File: config.mk
export PLATFORM = sky130hd
export DESIGN_NAME = julia_escape_time_pixel_unit_flat
export DESIGN_NICKNAME = d
export VERILOG_FILES = /design/src/design/jesc_pkg.sv /design/src/design/jesc_ifs.sv /design/src/design/jesc_cfg.sv /design/src/design/jesc_dp.sv /design/src/design/jesc_ctrl.sv /design/src/design/julia_escape_time_pixel_unit.sv /design/src/flat_wrapper.sv
export SDC_FILE = /design/constraint.sdc
export NUM_CORES = 2
export LEC_CHECK = 0
export ABC_CLOCK_PERIOD_IN_PS = 15000
export BUFFER_PORTS_ARGS = -buffer_cell sky130_fd_sc_hd__buf_4
export CORE_MARGIN = 2
export CORE_UTILIZATION = 45
export CTS_CLUSTER_DIAMETER = 100
export CTS_CLUSTER_SIZE = 12
export DETAILED_ROUTE_END_ITERATION = 16
export PLACE_DENSITY_LB_ADDON = 0.1
export SLEW_MARGIN = 10
export SYNTH_ARGS = -nofsm -noshare
export SYNTH_HDL_FRONTEND = slang
export SYNTH_SLANG_ARGS = --single-unit
File: constraint.sdc
create_clock -name clk -period 15 [get_ports clk]
set_input_delay 2.25 -clock clk [delete_from_list [all_inputs] [get_ports clk]]
set_output_delay 2.25 -clock clk [all_outputs]
set_load 0.01 [all_outputs]
File: src/design/jesc_pkg.sv
package jesc_pkg;

  localparam int PixW   = 10;
  localparam int CountW = 16;
  localparam int CfgIdxW = 3;
  localparam int CfgDataW = 32;

  // register indexes on the configuration channel
  localparam logic [CfgIdxW-1:0] REG_C_REAL   = 3'd0;
  localparam logic [CfgIdxW-1:0] REG_C_IMAG   = 3'd1;
  localparam logic [CfgIdxW-1:0] REG_REAL_MIN = 3'd2;
  localparam logic [CfgIdxW-1:0] REG_IMAG_MIN = 3'd3;
  localparam logic [CfgIdxW-1:0] REG_STEP_RE  = 3'd4;
  localparam logic [CfgIdxW-1:0] REG_STEP_IM  = 3'd5;
  localparam logic [CfgIdxW-1:0] REG_MAX_ITER = 3'd6;

  localparam logic [CountW-1:0] MaxIterReset = 16'd256;

  // datapath operations
  localparam logic [2:0] OP_NONE  = 3'd0;
  localparam logic [2:0] OP_MAP_R = 3'd1;
  localparam logic [2:0] OP_MAP_I = 3'd2;
  localparam logic [2:0] OP_MAP_Z = 3'd3;
  localparam logic [2:0] OP_SQR   = 3'd4;
  localparam logic [2:0] OP_SQI   = 3'd5;
  localparam logic [2:0] OP_CRS   = 3'd6;
  localparam logic [2:0] OP_UPD   = 3'd7;

  typedef struct packed {
    logic signed [31:0] c_real;
    logic signed [31:0] c_imag;
    logic signed [31:0] real_min;
    logic signed [31:0] imag_min;
    logic [30:0]        step_real;
    logic [30:0]        step_imag;
    logic [CountW-1:0]  max_iterations;
  } cfg_t;

  typedef struct packed {
    logic       load;
    logic [2:0] op;
  } dp_cmd_t;

  typedef struct packed {
    logic escape;
  } dp_sts_t;

  typedef struct packed {
    logic idle;
    logic done;
  } ctrl_sts_t;

endpackage

File: src/design/jesc_ifs.sv
interface jesc_in_if;
  logic                       valid;
  logic                       ready;
  logic [jesc_pkg::PixW-1:0]  pixel_x;
  logic [jesc_pkg::PixW-1:0]  pixel_y;
  modport source (output valid, pixel_x, pixel_y, input ready);
  modport sink   (input valid, pixel_x, pixel_y, output ready);
endinterface

interface jesc_out_if;
  logic                        valid;
  logic                        ready;
  logic [jesc_pkg::PixW-1:0]   out_x;
  logic [jesc_pkg::PixW-1:0]   out_y;
  logic [jesc_pkg::CountW-1:0] escape_count;
  modport source (output valid, out_x, out_y, escape_count, input ready);
  modport sink   (input valid, out_x, out_y, escape_count, output ready);
endinterface

interface jesc_cfg_if;
  logic                          valid;
  logic                          ready;
  logic [jesc_pkg::CfgIdxW-1:0]  index;
  logic [jesc_pkg::CfgDataW-1:0] data;
  modport source (output valid, index, data, input ready);
  modport sink   (input valid, index, data, output ready);
endinterface

File: src/design/jesc_cfg.sv
module jesc_cfg (
  input  logic                          clk,
  input  logic                          rst_n,
  input  logic                          we,
  input  logic [jesc_pkg::CfgIdxW-1:0]  index,
  input  logic [jesc_pkg::CfgDataW-1:0] data,
  output jesc_pkg::cfg_t                cfg
);
  import jesc_pkg::*;

  cfg_t cfg_r, cfg_nxt;

  always_comb begin
    cfg_nxt = cfg_r;
    if (we) begin
      unique case (index)
        REG_C_REAL:   cfg_nxt.c_real         = $signed(data);
        REG_C_IMAG:   cfg_nxt.c_imag         = $signed(data);
        REG_REAL_MIN: cfg_nxt.real_min       = $signed(data);
        REG_IMAG_MIN: cfg_nxt.imag_min       = $signed(data);
        REG_STEP_RE:  cfg_nxt.step_real      = data[30:0];
        REG_STEP_IM:  cfg_nxt.step_imag      = data[30:0];
        REG_MAX_ITER: cfg_nxt.max_iterations = data[CountW-1:0];
        default:      cfg_nxt = cfg_r;
      endcase
    end
  end

  always_ff @(posedge clk) begin
    if (!rst_n) begin
      cfg_r <= '{c_real: '0, c_imag: '0, real_min: '0, imag_min: '0,
                 step_real: '0, step_imag: '0, max_iterations: MaxIterReset};
    end else begin
      cfg_r <= cfg_nxt;
    end
  end

  assign cfg = cfg_r;

endmodule

File: src/design/jesc_dp.sv
module jesc_dp #(
  parameter int FRAC_BITS = 28
) (
  input  logic                      clk,
  input  jesc_pkg::cfg_t            cfg,
  input  jesc_pkg::dp_cmd_t         cmd,
  input  logic [jesc_pkg::PixW-1:0] in_x,
  input  logic [jesc_pkg::PixW-1:0] in_y,
  output jesc_pkg::dp_sts_t         sts,
  output logic [jesc_pkg::PixW-1:0] px,
  output logic [jesc_pkg::PixW-1:0] py
);
  import jesc_pkg::*;

  localparam bit CanEscape = (2 * FRAC_BITS + 2) <= 63;
  localparam logic [63:0] EscLimit = CanEscape ? (64'd4 << (2 * FRAC_BITS)) : 64'd0;

  function automatic logic signed [31:0] sat32(input logic signed [64:0] v);
    if (v > $signed(65'h0_0000_0000_7FFF_FFFF)) return 32'sh7FFF_FFFF;
    if (v < $signed(65'h1_FFFF_FFFF_8000_0000)) return 32'sh8000_0000;
    return v[31:0];
  endfunction

  logic [PixW-1:0]    px_r, px_nxt, py_r, py_nxt;
  logic signed [31:0] zr_r, zr_nxt, zi_r, zi_nxt;
  logic signed [63:0] p_r, p_nxt;
  logic signed [63:0] sqr_r, sqr_nxt;
  logic signed [63:0] diff_r, diff_nxt;

  logic signed [31:0] mul_a, mul_b;
  logic signed [63:0] re_sh, im_sh;
  logic signed [64:0] map_r_sum, map_i_sum, re_sum, im_sum;
  logic [64:0]        mag;

  // one shared 32x32 signed multiplier
  always_comb begin
    unique case (cmd.op)
      OP_MAP_R: begin
        mul_a = $signed({1'b0, cfg.step_real});
        mul_b = $signed({{(32 - PixW){1'b0}}, px_r});
      end
      OP_MAP_I: begin
        mul_a = $signed({1'b0, cfg.step_imag});
        mul_b = $signed({{(32 - PixW){1'b0}}, py_r});
      end
      OP_SQR: begin
        mul_a = zr_r;
        mul_b = zr_r;
      end
      OP_SQI: begin
        mul_a = zi_r;
        mul_b = zi_r;
      end
      OP_CRS: begin
        mul_a = zr_r;
        mul_b = zi_r;
      end
      default: begin
        mul_a = zr_r;
        mul_b = zi_r;
      end
    endcase
  end

  assign map_r_sum = $signed({{33{cfg.real_min[31]}}, cfg.real_min}) + $signed({p_r[63], p_r});
  assign map_i_sum = $signed({{33{cfg.imag_min[31]}}, cfg.imag_min}) + $signed({p_r[63], p_r});

  // arithmetic shift gives floor division
  assign re_sh  = diff_r >>> FRAC_BITS;
  assign im_sh  = p_r >>> (FRAC_BITS - 1);
  assign re_sum = $signed({re_sh[63], re_sh}) + $signed({{33{cfg.c_real[31]}}, cfg.c_real});
  assign im_sum = $signed({im_sh[63], im_sh}) + $signed({{33{cfg.c_imag[31]}}, cfg.c_imag});

  // in OP_CRS sqr_r holds zr^2 and p_r holds zi^2, both non-negative
  assign mag = {1'b0, sqr_r} + {1'b0, p_r};
  assign sts.escape = CanEscape && (mag > {1'b0, EscLimit});

  always_comb begin
    px_nxt   = px_r;
    py_nxt   = py_r;
    zr_nxt   = zr_r;
    zi_nxt   = zi_r;
    sqr_nxt  = sqr_r;
    diff_nxt = diff_r;
    p_nxt    = mul_a * mul_b;
    if (cmd.load) begin
      px_nxt = in_x;
      py_nxt = in_y;
    end
    unique case (cmd.op)
      OP_MAP_I: zr_nxt = sat32(map_r_sum);
      OP_MAP_Z: zi_nxt = sat32(map_i_sum);
      OP_SQI:   sqr_nxt = p_r;
      OP_CRS:   diff_nxt = sqr_r - p_r;
      OP_UPD: begin
        zr_nxt = sat32(re_sum);
        zi_nxt = sat32(im_sum);
      end
      default: ;
    endcase
  end

  always_ff @(posedge clk) begin
    px_r   <= px_nxt;
    py_r   <= py_nxt;
    zr_r   <= zr_nxt;
    zi_r   <= zi_nxt;
    p_r    <= p_nxt;
    sqr_r  <= sqr_nxt;
    diff_r <= diff_nxt;
  end

  assign px = px_r;
  assign py = py_r;

endmodule

File: src/design/jesc_ctrl.sv
module jesc_ctrl (
  input  logic                        clk,
  input  logic                        rst_n,
  input  logic                        in_valid,
  input  logic                        out_free,
  input  logic [jesc_pkg::CountW-1:0] max_iterations,
  input  jesc_pkg::dp_sts_t           dsts,
  output jesc_pkg::dp_cmd_t           cmd,
  output jesc_pkg::ctrl_sts_t         csts,
  output logic [jesc_pkg::CountW-1:0] count
);
  import jesc_pkg::*;

  localparam logic [3:0] S_IDLE  = 4'd0;
  localparam logic [3:0] S_MAP_R = 4'd1;
  localparam logic [3:0] S_MAP_I = 4'd2;
  localparam logic [3:0] S_MAP_Z = 4'd3;
  localparam logic [3:0] S_SQR   = 4'd4;
  localparam logic [3:0] S_SQI   = 4'd5;
  localparam logic [3:0] S_CRS   = 4'd6;
  localparam logic [3:0] S_UPD   = 4'd7;
  localparam logic [3:0] S_DONE  = 4'd8;

  logic [3:0]        state_r, state_nxt;
  logic [CountW-1:0] count_r, count_nxt;
  logic              first_r, first_nxt;
  logic [CountW-1:0] count_inc;

  assign count_inc = count_r + 16'd1;

  always_comb begin
    state_nxt = state_r;
    count_nxt = count_r;
    first_nxt = first_r;
    cmd.load  = 1'b0;
    cmd.op    = OP_NONE;
    unique case (state_r)
      S_IDLE: begin
        if (in_valid) begin
          cmd.load  = 1'b1;
          count_nxt = '0;
          first_nxt = 1'b1;
          state_nxt = (max_iterations == '0) ? S_DONE : S_MAP_R;
        end
      end
      S_MAP_R: begin
        cmd.op    = OP_MAP_R;
        state_nxt = S_MAP_I;
      end
      S_MAP_I: begin
        cmd.op    = OP_MAP_I;
        state_nxt = S_MAP_Z;
      end
      S_MAP_Z: begin
        cmd.op    = OP_MAP_Z;
        state_nxt = S_SQR;
      end
      S_SQR: begin
        cmd.op    = OP_SQR;
        state_nxt = S_SQI;
      end
      S_SQI: begin
        cmd.op    = OP_SQI;
        state_nxt = S_CRS;
      end
      S_CRS: begin
        // escape test of the previous step; the start point is never tested
        cmd.op    = OP_CRS;
        first_nxt = 1'b0;
        state_nxt = S_UPD;
        if (!first_r) begin
          if (dsts.escape) begin
            state_nxt = S_DONE;
          end else begin
            count_nxt = count_inc;
            if (count_inc == max_iterations) state_nxt = S_DONE;
          end
        end
      end
      S_UPD: begin
        cmd.op    = OP_UPD;
        state_nxt = S_SQR;
      end
      S_DONE: begin
        if (out_free) state_nxt = S_IDLE;
      end
      default: state_nxt = S_IDLE;
    endcase
  end

  always_ff @(posedge clk) begin
    if (!rst_n) begin
      state_r <= S_IDLE;
      count_r <= '0;
      first_r <= 1'b1;
    end else begin
      state_r <= state_nxt;
      count_r <= count_nxt;
      first_r <= first_nxt;
    end
  end

  assign csts.idle = (state_r == S_IDLE);
  assign csts.done = (state_r == S_DONE);
  assign count     = count_r;

endmodule

File: src/design/julia_escape_time_pixel_unit.sv
// channel  dir  handshake      payload
// in_ch    in   valid/ready    pixel_x[9:0], pixel_y[9:0]
// out_ch   out  valid/ready    out_x[9:0], out_y[9:0], escape_count[15:0]
// cfg_ch   in   valid/ready    index[2:0], data[31:0] (ready always high)
//
// One item at a time: accept, map the pixel (MAP_R, MAP_I, MAP_Z), then iterate
// SQR, SQI, CRS and UPD on the single shared 32x32 multiplier until escape or the limit;
// a zero limit goes from accept straight to done.
// Synchronous active-low reset clears control; max_iterations resets to 256.
// A finished result sits in the output register; a new item is accepted meanwhile
// and only the next finished result waits for out_ch.ready.
module julia_escape_time_pixel_unit #(
  parameter int FRAC_BITS = 28
) (
  input  logic       clk,
  input  logic       rst_n,
  jesc_in_if.sink    in_ch,
  jesc_out_if.source out_ch,
  jesc_cfg_if.sink   cfg_ch
);
  import jesc_pkg::*;

  cfg_t              cfg;
  dp_cmd_t           cmd;
  dp_sts_t           dsts;
  ctrl_sts_t         csts;
  logic [CountW-1:0] count;
  logic [PixW-1:0]   px, py;
  logic              out_free, res_load;

  logic              out_valid_r, out_valid_nxt;
  logic [PixW-1:0]   out_x_r, out_x_nxt, out_y_r, out_y_nxt;
  logic [CountW-1:0] out_cnt_r, out_cnt_nxt;

  assign cfg_ch.ready = 1'b1;

  jesc_cfg u_cfg (
    .clk   (clk),
    .rst_n (rst_n),
    .we    (cfg_ch.valid),
    .index (cfg_ch.index),
    .data  (cfg_ch.data),
    .cfg   (cfg)
  );

  jesc_ctrl u_ctrl (
    .clk            (clk),
    .rst_n          (rst_n),
    .in_valid       (in_ch.valid),
    .out_free       (out_free),
    .max_iterations (cfg.max_iterations),
    .dsts           (dsts),
    .cmd            (cmd),
    .csts           (csts),
    .count          (count)
  );

  jesc_dp #(.FRAC_BITS(FRAC_BITS)) u_dp (
    .clk  (clk),
    .cfg  (cfg),
    .cmd  (cmd),
    .in_x (in_ch.pixel_x),
    .in_y (in_ch.pixel_y),
    .sts  (dsts),
    .px   (px),
    .py   (py)
  );

  assign in_ch.ready = csts.idle;
  assign out_free    = !out_valid_r || out_ch.ready;
  assign res_load    = csts.done && out_free;

  always_comb begin
    out_valid_nxt = out_valid_r;
    out_x_nxt     = out_x_r;
    out_y_nxt     = out_y_r;
    out_cnt_nxt   = out_cnt_r;
    if (res_load) begin
      out_valid_nxt = 1'b1;
      out_x_nxt     = px;
      out_y_nxt     = py;
      out_cnt_nxt   = count;
    end else if (out_ch.ready) begin
      out_valid_nxt = 1'b0;
    end
  end

  always_ff @(posedge clk) begin
    if (!rst_n) begin
      out_valid_r <= 1'b0;
    end else begin
      out_valid_r <= out_valid_nxt;
    end
  end

  always_ff @(posedge clk) begin
    out_x_r   <= out_x_nxt;
    out_y_r   <= out_y_nxt;
    out_cnt_r <= out_cnt_nxt;
  end

  assign out_ch.valid        = out_valid_r;
  assign out_ch.out_x        = out_x_r;
  assign out_ch.out_y        = out_y_r;
  assign out_ch.escape_count = out_cnt_r;

`ifndef NO_ASSERTIONS
  a_busy_after_accept: assert property (@(posedge clk) disable iff (!rst_n)
    (in_ch.valid && in_ch.ready) |=> !in_ch.ready)
    else $error("input still ready after an item was taken");

  a_zero_limit_done: assert property (@(posedge clk) disable iff (!rst_n)
    (in_ch.valid && in_ch.ready && cfg.max_iterations == '0) |=> csts.done)
    else $error("zero iteration limit did not finish at once");

  a_result_from_done: assert property (@(posedge clk) disable iff (!rst_n)
    $rose(out_valid_r) |-> $past(csts.done))
    else $error("result appeared without a finished item");
`endif

endmodule

File: src/flat_wrapper.sv
// flat-port wrapper written by rule: the top's interface ports become plain ports
module julia_escape_time_pixel_unit_flat import jesc_pkg::*;
#(
  parameter int FRAC_BITS = 28
)
  (clk, rst_n, in_ch_valid, in_ch_pixel_x, in_ch_pixel_y, in_ch_ready, out_ch_valid, out_ch_out_x, out_ch_out_y, out_ch_escape_count, out_ch_ready, cfg_ch_valid, cfg_ch_index, cfg_ch_data, cfg_ch_ready);
  jesc_in_if in_ch_i ();
  jesc_out_if out_ch_i ();
  jesc_cfg_if cfg_ch_i ();
  input  logic clk;
  input  logic rst_n;
  input wire logic [$bits(in_ch_i.valid)-1:0] in_ch_valid;
  input wire logic [$bits(in_ch_i.pixel_x)-1:0] in_ch_pixel_x;
  input wire logic [$bits(in_ch_i.pixel_y)-1:0] in_ch_pixel_y;
  output wire logic [$bits(in_ch_i.ready)-1:0] in_ch_ready;
  output wire logic [$bits(out_ch_i.valid)-1:0] out_ch_valid;
  output wire logic [$bits(out_ch_i.out_x)-1:0] out_ch_out_x;
  output wire logic [$bits(out_ch_i.out_y)-1:0] out_ch_out_y;
  output wire logic [$bits(out_ch_i.escape_count)-1:0] out_ch_escape_count;
  input wire logic [$bits(out_ch_i.ready)-1:0] out_ch_ready;
  input wire logic [$bits(cfg_ch_i.valid)-1:0] cfg_ch_valid;
  input wire logic [$bits(cfg_ch_i.index)-1:0] cfg_ch_index;
  input wire logic [$bits(cfg_ch_i.data)-1:0] cfg_ch_data;
  output wire logic [$bits(cfg_ch_i.ready)-1:0] cfg_ch_ready;
  assign in_ch_i.valid = in_ch_valid;
  assign in_ch_i.pixel_x = in_ch_pixel_x;
  assign in_ch_i.pixel_y = in_ch_pixel_y;
  assign in_ch_ready = in_ch_i.ready;
  assign out_ch_valid = out_ch_i.valid;
  assign out_ch_out_x = out_ch_i.out_x;
  assign out_ch_out_y = out_ch_i.out_y;
  assign out_ch_escape_count = out_ch_i.escape_count;
  assign out_ch_i.ready = out_ch_ready;
  assign cfg_ch_i.valid = cfg_ch_valid;
  assign cfg_ch_i.index = cfg_ch_index;
  assign cfg_ch_i.data = cfg_ch_data;
  assign cfg_ch_ready = cfg_ch_i.ready;
  julia_escape_time_pixel_unit #(.FRAC_BITS(FRAC_BITS)) u_core (.clk(clk), .rst_n(rst_n), .in_ch(in_ch_i), .out_ch(out_ch_i), .cfg_ch(cfg_ch_i));
endmodule
* Word-level counts from Yosys, hierarchy flattened
Index checks and enable logic that the tools add are counted.
Cells by class: add/subtract/negate cells 7, multipliers 1, $lt $le $gt $ge 9, equality and inequality tests 26, mux-type cells 58, reductions and logical operators 21
Operators with widths (count):
- 32-bit two-way mux | 16
- 32-bit one-hot mux with 3 select lines | 2
- 32-bit by 64-bit adder with 65-bit output | 2
- 65-bit by 32-bit > comparator with 1-bit output, second input constant | 2
- 65-bit by 32-bit less-than comparator with 1-bit output, second input constant | 2
- 32-bit one-hot mux with 2 select lines | 2
- 64-bit by 64-bit adder with 65-bit output | 1
- 65-bit by 59-bit > comparator with 1-bit output, second input constant | 1
- 32-bit by 32-bit multiplier with 64-bit output | 1
- 64-bit subtractor | 1
- 16-bit two-way mux | 3
- 37-bit by 32-bit adder with 38-bit output | 1
- 38-bit by 32-bit > comparator with 1-bit output, second input constant | 1
- 38-bit by 32-bit less-than comparator with 1-bit output, second input constant | 1
- 36-bit by 32-bit adder with 37-bit output | 1
- 37-bit by 32-bit > comparator with 1-bit output, second input constant | 1
- 37-bit by 32-bit less-than comparator with 1-bit output, second input constant | 1
- 16-bit one-hot mux with 2 select lines | 1
- 4-bit one-hot mux with 8 select lines | 1
- 1-bit two-way mux | 25
- 4-bit two-way mux | 6
- 3-bit equality test, second input constant | 7
- 3-bit one-hot mux with 7 select lines | 1
- 2-bit AND reduction | 9
- other kinds (19) | 33
Word-level totals: register bits 540, output and inout bits 39

* Longest topological paths before layout
depth after elaboration 9, depth in mapped cells 44, depth with buffers taken out 37

* Hierarchy
Synthesis repeated with hierarchy kept, for this count alone.
Unflattened totals: cells, all modules 8752, area, all modules 75750.2 um^2
By module, submodules not included:
- jesc_dp | instances 1, cells each 7783, area each 65506.6 um^2
- jesc_cfg | instances 1, cells each 709, area each 7467.2 um^2
- jesc_ctrl | instances 1, cells each 217, area each 1626.6 um^2
- julia_escape_time_pixel_unit | instances 1, cells each 43, area each 1149.9 um^2

* Worst setup path before layout
No wires, ideal clock.
path type reg2reg, from register u_core.u_ctrl.state_r[2], to register u_core.u_dp.p_r[63], arrival 11.493 ns, data required time 14.928 ns, setup slack 3.434 ns, stages on the path, launching flop included 38, clock period less this slack 11.566 ns, cell sequence dfxtp_1 clkbuf_1 nand2b_1 nor2_1 clkbuf_1 clkbuf_1 a22o_1 clkbuf_1 clkbuf_1 nand2_1 inv_1 fa_1 inv_1 fa_1 fa_1 inv_1 fa_1 inv_1 [2 not listed] fa_1 fa_1 fa_1 ha_1 nor2b_1 o21ai_0 nand2b_1 a21o_1 a21oi_1 nor2b_1 o21ai_0 nand2b_1 a211oi_1 nor2_1 o31ai_1 o21ai_0 a21oi_1 xnor2_1
On the way: longest elaborated chain between the ends 5, elaborated cells between the ends (all ways) 15, those cells by class 1 x mul; 11 x eq/ne; 3 x mux
Ends and longest elaborated chain:
- from (decl) | line jesc_ctrl.sv:24 | logic [3:0] state_r, state_nxt;
- from (signal assigned) | line jesc_ctrl.sv:97 | state_r <= state_nxt;
- 4-bit by 3-bit equality test with 1-bit output (tied with other cells) | line jesc_ctrl.sv:37 | unique case (state_r)
- 3-bit one-hot mux with 7 select lines * | line jesc_ctrl.sv:37
- 3-bit equality test (tied with other cells) | line jesc_dp.sv:37 | unique case (cmd.op)
- 32-bit one-hot mux with 3 select lines | line jesc_dp.sv:37
- 32-bit by 32-bit multiplier with 64-bit output * | line jesc_dp.sv:85 | p_nxt = mul_a * mul_b;
- net u_core.u_dp.p_nxt[63] | line jesc_dp.sv:26 | logic signed [63:0] p_r, p_nxt;
- to (signal assigned) | line jesc_dp.sv:108 | p_r <= p_nxt;
- to (decl) | line jesc_dp.sv:26
The timed path passes the listed nets; every way through them passes the cells marked *. A chain may end at the register's enable or synchronous reset.

* Worst setup path after layout
Ends and elaborated chain as after synthesis.

==> impl_metrics.py <==
metrics = {
    "status": {
        "status": "finished, final reports clean",
    },
    "layout": {
        "areaGrowthSynthToFinish_pct": 6.891,
        "instances_no_fill": 10540,
        "nFillCells": 15390,
        "layout.nets": 10070,
        "layout-drive-gt1-share_pct": 5.180,
    },
    "die": {
        "fp.dieArea_mm2": 0.1634,
        "die_y_um": 404.2,
        "coreArea_mm2": 0.1587,
        "num_rows": 146,
        "die_x_um": 404.2,
        "ios": 99,
        "start_util_pct": 45.40,
    },
    "worst_setup_path": {
        "worstSetupPathType": "flip-flop to flip-flop",
        "slowest_delay_ns": 1.31,
        "endpoint_kind": "flip-flop",
        "r2r_cells": 33,
        "arrival_ns": 12.50,
        "crit_path_frequent_cell": "fa_1",
        "r2r-end": "u_core.u_dp.p_r[63]",
        "slowest_stage": "fa_1",
        "critical_path.max_fanout": 56,
        "startpoint": "u_core.u_ctrl.state_r[2]",
        "critPathLaunchType": "flip-flop",
        "r2r_slack_ns": 3.11,
        "critPathRequiredTime_ns": 15.61,
        "worstReg2RegStart": "u_core.u_ctrl.state_r[2]",
    },
    "global_routing": {
        "overflow": 0,
        "grt_antenna_before_repair": 20,
        "grt_pass1_wl_mm": 407.3,
        "grt_use_total_pct": 33.45,
        "grt_pass1_vias": 61340,
        "grt_max_degree": 82,
    },
    "synth": {
        "async_flop_share_pct": 0,
        "synth_top_area_share_pct": 30.20,
        "netlist_instances": 8488,
        "synth_top_cell_by_area": "fa_1",
        "syn_nets": 10150,
        "synthDistinctLibCells": 91,
        "netlist_area_mm2": 0.07207,
        "netlist_top_cells_area": "fa_1 30%, edfxtp_1 9.2%, ha_1 8.9%",
        "yosys_warnings": 0,
        "synth_seq_area_share_pct": 17.28,
        "synth_area_per_cell_um2": 8.490,
        "yosys-top-cells-count": "1328 x nand2_1, 1166 x inv_1, 1087 x fa_1, 775 x nor2_1, 762 x a21oi_1",
        "synth-seq-cells": 512,
        "synth_ff_type": "dfxtp_1",
        "yosysMostFrequentCell": "nand2_1",
        "synth-edff-count": 220,
    },
    "timing": {
        "finClkSkew_ns": 0.02611,
        "relSlewSlack_pct": 14.42,
        "setup_tns_ns": 0,
        "tightest_slew_ns": 1.272,
        "rsz0062_at_grt": "false",
        "drv_slew": 0,
        "hold_viol_final": 0,
        "max_freq_mhz": 84.08,
        "setup_viol": 0,
        "finalCritPeriodShare_pct": 79.29,
        "period_minus_slack_ns": 11.89,
    },
    "cts": {
        "cts_tree": "yes",
        "clock_latency_ns": 0.68,
        "cts_max_level": 2,
        "clock-sinks": 512,
        "path_clk_slew_ns": 0.07,
        "ctsResizeCount": 0,
        "cts_buffers": 52,
        "cts_root_buf": "clkbuf_16",
        "postCtsSetupRepairBufs": 0,
        "cts_hold_buf": 0,
        "clockBufferDepth": 3,
    },
    "placed_design": {
        "gp_congestion": 0.9786,
        "io_buffer_count": 97,
        "placedCellCount": 10430,
        "dpl.hpwl_mm": 217.1,
    },
    "drt": {
        "wl_met1_mm": 117.5,
        "drtAntennaViolNets": 0,
        "drt_wl_total_mm": 272.0,
        "viasPerCell": 5.866,
        "vias": 61840,
        "first_iter_violations": 6057,
        "wl_met3_mm": 23.22,
        "drc": 0,
        "wl_per_cell_um": 25.81,
        "firstDrtPassIters": 6,
        "route.met2.wl_mm": 119.8,
        "top_layer": "met5",
    },
    "worst_hold_path": {
        "worstHoldStart": "u_core.u_cfg.cfg[20]",
        "min_path_type": "flip-flop to flip-flop",
        "hold_depth": 2,
        "hold-path-endpoint": "u_core.u_cfg.cfg[20]",
    },
    "run": {
        "max_cap_violations": 0,
    },
}
[metrics by stage]
step / setup WS (ns) / hold slack (ns) / util, % / area [µm²]
detailed placement: 3.201 / 0.4470 / 47.51 / 75420
finish: 3.107 / 0.4552 / 48.53 / 77030
global placement: 3.288 / 0.4426 / 47.51 / 75420
CTS: 3.121 / 0.4560 / 48.50 / 77000
global route: 2.273 / 0.4659 / 48.51 / 77010
floorplan: 3.434 / 0.4252 / - / 72070
[how the worst max path moves through the flow]
| stage | end | slack, ns | depth (start not counted) |
|---|---|---|---|
| finish | u_core.u_dp.p_r[63] | 3.11 | 33 |
| global placement | u_core.u_dp.p_r[63] | 3.29 | 33 |
| floorplan | u_core.u_dp.p_r[63] | 3.43 | 37 |
| global route | u_core.u_dp.p_r[63] | 2.27 | 33 |
| CTS | u_core.u_dp.p_r[63] | 3.12 | 33 |
| detailed placement | u_core.u_dp.p_r[63] | 3.20 | 33 |
[sequential cells by signal, indices dropped and copies added (netlist names)]
name and flops:
u_core.u_cfg.cfg 206, u_core.u_dp.diff_r 36, u_core.u_ctrl.count 16, u_core.out_ch.escape_count 16, u_core.u_dp.px 10, u_core.out_ch.valid 1, u_core.u_dp.sqr_r 64, u_core.u_dp.py 10
u_core.out_ch.out_x 10, u_core.u_dp.zi_r 32, u_core.out_ch.out_y 10, u_core.u_dp.zr_r 32, u_core.u_dp.p_r 64, u_core.u_ctrl.state_r 4, u_core.u_ctrl.first_r 1
[routing by layer]
| layer | vias to the layer above | global-route usage, % |
|---|---|---|
| met4 | 8 | 12.71 |
| met3 | 473 | 5.963 |
| met5 | - | 0 |
| met1 | 31080 | 47.11 |
| li1 | 27660 | - |
| met2 | 2625 | 51.23 |
[worst max-delay path: cells and delay by family (launching register included)]
family,cells,cell delay [ns]
xor+xnor,1,0.13
compound gates,9,2.57
simple gates,10,1.74
buf+inv,4,1.31
fa+ha+maj,9,5.50
flops,1,0.50
[final cells by class]
type	instances	area, µm²	area share, %
flip-flops and latches	512	12450	16.16
well taps	2072	2592	3.365
clock buffers	86	1439	1.868
diodes	15	37.54	0.04873
inverters	1172	4404	5.717
repair buffers	282	2117	2.748
clock inverters	10	132.6	0.1722
multi-input cells	6393	53860	69.92
[cells in the final DEF (no fill, tap or decap), types with 44 or more instances in the layout]
cell,count
nand2_1,1328
inv_1,1166
fa_1,1087
nor2_1,770
a21oi_1,761
ha_1,513
dfxtp_1,292
buf_4,282
xnor2_1,224
edfxtp_1,220
o21ai_0,205
a21o_1,154
nand4_1,114
xor2_1,93
nand3_1,92
o21bai_1,79
nor3_1,78
nor4_1,68
nand2b_1,65
nor2b_1,61
o31ai_1,58
clkbuf_16,52
and3_1,44
[cell families (layout without fill, tap and decap cells)]
logic type | count (synthesis) | after routing | share of synthesized area [%]
AOI/OAI and AO/OA | 1673 | 1673 | 14.43
xor gates and xnor gates | 317 | 317 | 3.853
adders and majority gates | 1600 | 1600 | 39.10
buffers and inverters | 1583 | 1550 | 8.311
DFF | 512 | 512 | 17.28
muxes | 12 | 12 | 0.1701
other | 1 | 16 | 0.005204
and+or+nand+nor | 2790 | 2790 | 16.85
Power is left out: the tool's default activity adds up to more than one toggle a clock period on the data nets, which glitch-free logic cannot reach.
